==> config.mk <==
export PLATFORM = sky130hd
export DESIGN_NAME = blca_ctrl
export DESIGN_NICKNAME = d
export VERILOG_FILES = /design/src/sv/blca_pkg.sv /design/src/sv/blca_ctrl.sv
export SDC_FILE = /design/constraint.sdc
export NUM_CORES = 1
export LEC_CHECK = 0
export ABC_AREA = 1
export BUFFER_PORTS_ARGS = -buffer_cell sky130_fd_sc_hd__buf_2
export CAP_MARGIN = 20
export CORE_AREA = 3 3 40 42
export CTS_BUF_LIST = sky130_fd_sc_hd__clkbuf_4 sky130_fd_sc_hd__clkbuf_8
export DETAILED_ROUTE_END_ITERATION = 10
export DIE_AREA = 0 0 43 45
export PLACE_DENSITY_LB_ADDON = 0.25
export SLEW_MARGIN = 20
export SYNTH_ARGS = -nofsm -noshare
export SYNTH_HDL_FRONTEND = slang
export SYNTH_SLANG_ARGS = --single-unit
==> constraint.sdc <==
create_clock -name clk_i -period 2 [get_ports clk_i]
set_input_delay 0.4 -clock clk_i [delete_from_list [all_inputs] [get_ports clk_i]]
set_output_delay 0.4 -clock clk_i [all_outputs]
set_load 0.02 [all_outputs]
==> src/sv/blca_pkg.sv <==
// Package for the binary lifting LCA block: sizes, payload words, status codes,
// controller states, and the command/status structs between controller and datapath.
// No dependencies.
package blca_pkg;

  localparam int MAX_NODES = 4096;
  localparam int LEVELS    = 12;
  localparam int NODE_W    = 12;
  localparam int DEPTH_W   = NODE_W;
  localparam int CNT_W     = $clog2(MAX_NODES + 1);
  localparam int LVL_W     = (LEVELS > 1) ? $clog2(LEVELS) : 1;
  localparam int ANC_AW    = NODE_W + LVL_W;
  localparam int DIFF_X_W  = 2 ** LVL_W;

  localparam logic ACT_ADD   = 1'b0;
  localparam logic ACT_QUERY = 1'b1;

  typedef enum logic [1:0] {
    ST_OK        = 2'd0,
    ST_BAD_INDEX = 2'd1,
    ST_FULL      = 2'd2
  } status_e;

  typedef struct packed {
    logic              action;
    logic [NODE_W-1:0] node_a;
    logic [NODE_W-1:0] node_b;
  } in_t;

  typedef struct packed {
    logic [1:0]        status;
    logic [NODE_W-1:0] result_node;
  } out_t;

  typedef enum logic [3:0] {
    S_IDLE,
    S_CHECK,
    S_ADD_INIT,
    S_UP_RD,
    S_UP_WR,
    S_ADD_DONE,
    S_ORDER,
    S_LIFT,
    S_LIFT_WR,
    S_MEET,
    S_DESC_RD,
    S_DESC_WR,
    S_FIN_RD,
    S_FIN_WR,
    S_DONE
  } state_e;

  typedef enum logic [3:0] {
    OP_NONE,
    OP_LATCH,
    OP_DEP_RD,
    OP_ADD_INIT,
    OP_ANC_RD,
    OP_UP_WR,
    OP_ADD_DONE,
    OP_ORDER,
    OP_LV_NEXT,
    OP_LIFT_WR,
    OP_LV_TOP,
    OP_DESC_WR,
    OP_RES_X,
    OP_RES_A,
    OP_ERR
  } dp_op_e;

  typedef struct packed {
    dp_op_e  op;
    status_e sts;
  } dp_cmd_t;

  typedef struct packed {
    logic is_add;
    logic bad;
    logic full;
    logic up_last;
    logic lv_bit;
    logic lv_top;
    logic lv_zero;
    logic xy_eq;
  } dp_stat_t;

endpackage

==> src/sv/blca_ctrl.sv <==
// Controller of the LCA block: sequences adds and queries and issues datapath
// commands. Uses blca_pkg; pairs with blca_dp.
module blca_ctrl (
  input  logic               clk_i,
  input  logic               rst_ni,
  input  logic               start,
  output logic               busy,
  output logic               done_o,
  input  blca_pkg::dp_stat_t stat_i,
  output blca_pkg::dp_cmd_t  cmd_o
);
  import blca_pkg::*;

  state_e state_q, state_d;

  always_ff @(posedge clk_i or negedge rst_ni) begin
    if (!rst_ni) begin
      state_q <= S_IDLE;
    end else begin
      state_q <= state_d;
    end
  end

  always_comb begin
    state_d    = state_q;
    cmd_o.op   = OP_NONE;
    cmd_o.sts  = ST_OK;
    case (state_q)
      S_IDLE: begin
        if (start) begin
          cmd_o.op = OP_LATCH;
          state_d  = S_CHECK;
        end
      end
      S_CHECK: begin
        if (stat_i.bad) begin
          cmd_o.op  = OP_ERR;
          cmd_o.sts = ST_BAD_INDEX;
          state_d   = S_DONE;
        end else if (stat_i.is_add && stat_i.full) begin
          cmd_o.op  = OP_ERR;
          cmd_o.sts = ST_FULL;
          state_d   = S_DONE;
        end else begin
          cmd_o.op = OP_DEP_RD;
          state_d  = stat_i.is_add ? S_ADD_INIT : S_ORDER;
        end
      end
      S_ADD_INIT: begin
        cmd_o.op = OP_ADD_INIT;
        state_d  = (LEVELS > 1) ? S_UP_RD : S_ADD_DONE;
      end
      S_UP_RD: begin
        cmd_o.op = OP_ANC_RD;
        state_d  = S_UP_WR;
      end
      S_UP_WR: begin
        cmd_o.op = OP_UP_WR;
        state_d  = stat_i.up_last ? S_ADD_DONE : S_UP_RD;
      end
      S_ADD_DONE: begin
        cmd_o.op = OP_ADD_DONE;
        state_d  = S_DONE;
      end
      S_ORDER: begin
        cmd_o.op = OP_ORDER;
        state_d  = S_LIFT;
      end
      S_LIFT: begin
        // fetch only on set bits of the depth difference
        if (stat_i.lv_bit) begin
          cmd_o.op = OP_ANC_RD;
          state_d  = S_LIFT_WR;
        end else begin
          cmd_o.op = OP_LV_NEXT;
          state_d  = stat_i.lv_top ? S_MEET : S_LIFT;
        end
      end
      S_LIFT_WR: begin
        cmd_o.op = OP_LIFT_WR;
        state_d  = stat_i.lv_top ? S_MEET : S_LIFT;
      end
      S_MEET: begin
        if (stat_i.xy_eq) begin
          cmd_o.op = OP_RES_X;
          state_d  = S_DONE;
        end else begin
          cmd_o.op = OP_LV_TOP;
          state_d  = S_DESC_RD;
        end
      end
      S_DESC_RD: begin
        cmd_o.op = OP_ANC_RD;
        state_d  = S_DESC_WR;
      end
      S_DESC_WR: begin
        cmd_o.op = OP_DESC_WR;
        state_d  = stat_i.lv_zero ? S_FIN_RD : S_DESC_RD;
      end
      S_FIN_RD: begin
        cmd_o.op = OP_ANC_RD;
        state_d  = S_FIN_WR;
      end
      S_FIN_WR: begin
        cmd_o.op = OP_RES_A;
        state_d  = S_DONE;
      end
      S_DONE: state_d = S_IDLE;
      default: state_d = S_IDLE;
    endcase
  end

  assign busy   = (state_q != S_IDLE);
  assign done_o = (state_q == S_DONE);

endmodule

Word-level counts from Yosys, hierarchy flattened
Cells that the tools add are included.
Cells by class
  reduce and logical (&&, ||, !) cells: 5
  eq/ne operators: 15
  mux-type cells: 18
Operators by type and width (number)
  case mux 4 bit (13 select lines): 1
  case mux 4 bit (12 select lines): 1
  equality test 4 bit, second input constant: 7
  2-to-1 mux 4 bit: 7
  equality test 4 x 3 -> 1 bit, second input constant: 4
  2-to-1 mux 3 bit: 5
  equality test 4 x 2 -> 1 bit, second input constant: 2
  2-to-1 mux 6 bit: 1
  equality test 4 x 1 -> 1 bit, second input constant: 1
  logical NOT 4 bit: 1
  2-to-1 mux 2 bit: 2
  nonzero test 4 bit: 1
  OR reduction 3 bit: 1
  != test 2 bit, second input constant: 1
  OR reduction 2 bit: 1
  logical AND 1 bit: 1
  2-to-1 mux 1 bit: 1
Storage, ports and cells
  word-level logic and storage cells: 39
  register bits after elaboration: 4

Logic depth before layout (Yosys ltp)
  word-level depth: 4
  depth in mapped cells: 7
  gate-level depth less buffers: 7

Worst setup path after synthesis
OpenSTA, ideal clock, no wires.
  kind: reg-to-output
  start point: reg state_q[0]
  end point: out cmd_o[1] (netlist bit)
  arrival time: 1215 ps
  buffers on the path: 0
  stages on the path, launching flop included: 5
  slack: 385 ps
  path through: dfrtp_1 inv_1 nor2_1 nand2_1 nor3_1
RTL lines
  start, declared: RTL line blca_ctrl.sv:14  | state_e state_q, state_d;
  start signal, assigned: RTL line blca_ctrl.sv:20  | state_q <= state_d;
  end, declared: RTL line blca_ctrl.sv:10  | output blca_pkg::dp_cmd_t cmd_o

==> flow_summary.yaml <==
synthesis:
  ys_ff_latch: 4
  ys_warn_count: 0
  synth-seq-area-share_pct: 20.9
  synth_cells: 93
  syn-mean-instance-area_um2: 5.15
  synth_cell_types: 14
  synth_fp_nets: 104
  synth_area_um2: 479
placement:
  placed_cell_area_um2: 588
  gp_congestion: 0.837
  dp_slack_ns: 0.369
  portBuffers: 18
  dp_cells: 126
  dpl.hpwl_um: 1140
clocking:
  cts_tree: "built"
  clk_path_buf_depth: 2
  cts_sinks: 4
  clockRootBuffer: "clkbuf_4"
  post_cts_buffers: 0
  clkTransAtPathRegs_ns: 0.03
  clk_latency_ns: 0.23
  cts_buffers: 3
  h-tree-depth: 1
route:
  totalWireLength_um: 1330
  wl_per_cell_um: 10.2
  drcViolationCount: 0
  first_iter_violations: 31
  first_pass_iters: 4
  via_count: 657
  via_per_inst: 5.05
  ant_nets: 0
final_layout:
  fin_nets: 128
  final_core_util_pct: 48.7
  top_regs: "state_q (4)"
  largest_reg_flops: 4
  finalNonFillerCells: 130
  diodes: 0
  synthToLayoutAreaGrowth_pct: 30.5
  regMostFlops: "state_q"
  final_area_um2: 626
  drive_gt1_share_pct: 22.6
grt:
  grt_pass1_wl_um: 2190
  grt_pass1_vias: 552
  grt_max_degree: 7
  grtUsageTotal_pct: 14.7
  grt_overflow_total: 0
  antenna_found_initial: 0
timing:
  skew_ns: 0.00156
  rsz0062_at_grt: "true"
  finalCriticalPeriod_ns: 1.87
  setup_slack_ns: 0.126
  finalSetupViolCount: 0
  max_freq_ghz: 0.534
  period_share_pct: 93.7
  hold_viol: 0
  relSlewSlack_pct: 81.2
  drv_slew: 0
  tightest_slew_ns: 0.281
critical_path:
  r2r_slack_ns: 0.76
  crit_type: "reg2out"
  startpoint_type: "register"
  rr_worst_depth: 7
  required_ns: 1.60
  arrival_ns: 1.47
  crit_path_max_fanout: 6
  cp-end-kind: "output port"
floorplan:
  dieHeight_um: 45
  die_x_um: 43
  initial_core_util_pct: 37.3
  dieArea_um2: 1940
  coreArea_um2: 1280
  placementRows: 13
  io_pins: 19
flow_run:
  cap_violations: 0
run_status:
  outcome: "completed"
power_and_ir_drop:
  finalPower_mw: 1.08
  ir_drop_mv: 0.813
  p_leak_nw: 0.400
  power_density_nw_per_um2: 1730
hold_path:
  worstHoldPathCells: 3
  hold_path.class: "in2reg"
[per-stage QoR]
stage | hold slack, ns | TNS, ns
CTS | 0.414 | 0
global route | 0.449 | -0.00933
detailed placement | 0.205 | 0
finish | 0.418 | 0
floorplan | 0.104 | 0
global placement | 0.207 | 0
[area by class of cell]
class	count	area (um^2)
timing repair buffer	19	100
inverter	15	56.3
tap	15	18.8
clock buffer	3	22.5
multi-input combinational	74	328
fill	141	659
sequential	4	100
[cells in the mapped netlist, drive strengths merged]
cell | number | area [um^2]
nand4 | 1 | 6.26
a21oi | 5 | 25.0
nor2 | 18 | 72.6
inv | 15 | 56.3
nand2 | 30 | 113
nand3b | 1 | 7.51
nor3 | 2 | 10.0
dfrtp | 4 | 100
o2111ai | 1 | 8.76
o21ai | 5 | 25.0
nand3 | 11 | 55.1
[worst max-delay path: stages, from the launching register on]
cell     delay [ns]
dfrtp_1        0.43
inv_2          0.11
nand2_1        0.15
nor2_1         0.22
nor2_1         0.09
nand4_1        0.08
buf_2          0.17
[metal layers]
metal	vias up	GRT usage, %	wire length (um)
li1	339	-	-
met1	272	20.8	567
met2	42	21.3	565
met3	4	2.39	162
met4	0	8.43	34
met5	-	0	0
[cells in the final DEF (no fill, tap or decap), types with 2 or more instances in the layout]
cell type and count:
a21oi_1 5, buf_2 18, clkbuf_4 3, dfrtp_1 4
inv_1 14, nand2_1 30, nand3_1 11, nor2_1 14
nor2_2 4, nor3_1 2, o21ai_0 4
[final timing paths]
kind / to / from
max in group asynchronous: state_q[0] / rst_ni
setup reg to reg: state_q[1] / state_q[2]
setup / recovery: cmd_o[2] / state_q[2]
hold / removal: state_q[2] / stat_i[1]
hold reg to reg: state_q[1] / state_q[1]
min in group asynchronous: state_q[3] / rst_ni
[cells by family (layout without fill, tap and decap cells)]
family | Yosys count | after routing | synth area share (%)
simple gates | 63 | 63 | 55.1
buf+inv | 15 | 37 | 11.7
compound gates | 11 | 11 | 12.3
flops | 4 | 4 | 20.9
[power breakdown]
group / leakage [nW] / switching, mW / internal (mW)
Sequential: 0.0484 / 0.0630 / 0.127
Clock: 0.0138 / 0.0308 / 0.0670
Combinational: 0.337 / 0.533 / 0.261
[what timing repair did]
item | CTS | global route
endpoints found under the hold margin | 4 | 0
setup endpoints to repair | 0 | 2
hold buffers | 1 | 0
resized for setup | 0 | 2
No activity file was read; power rests on OpenSTA's default activity.
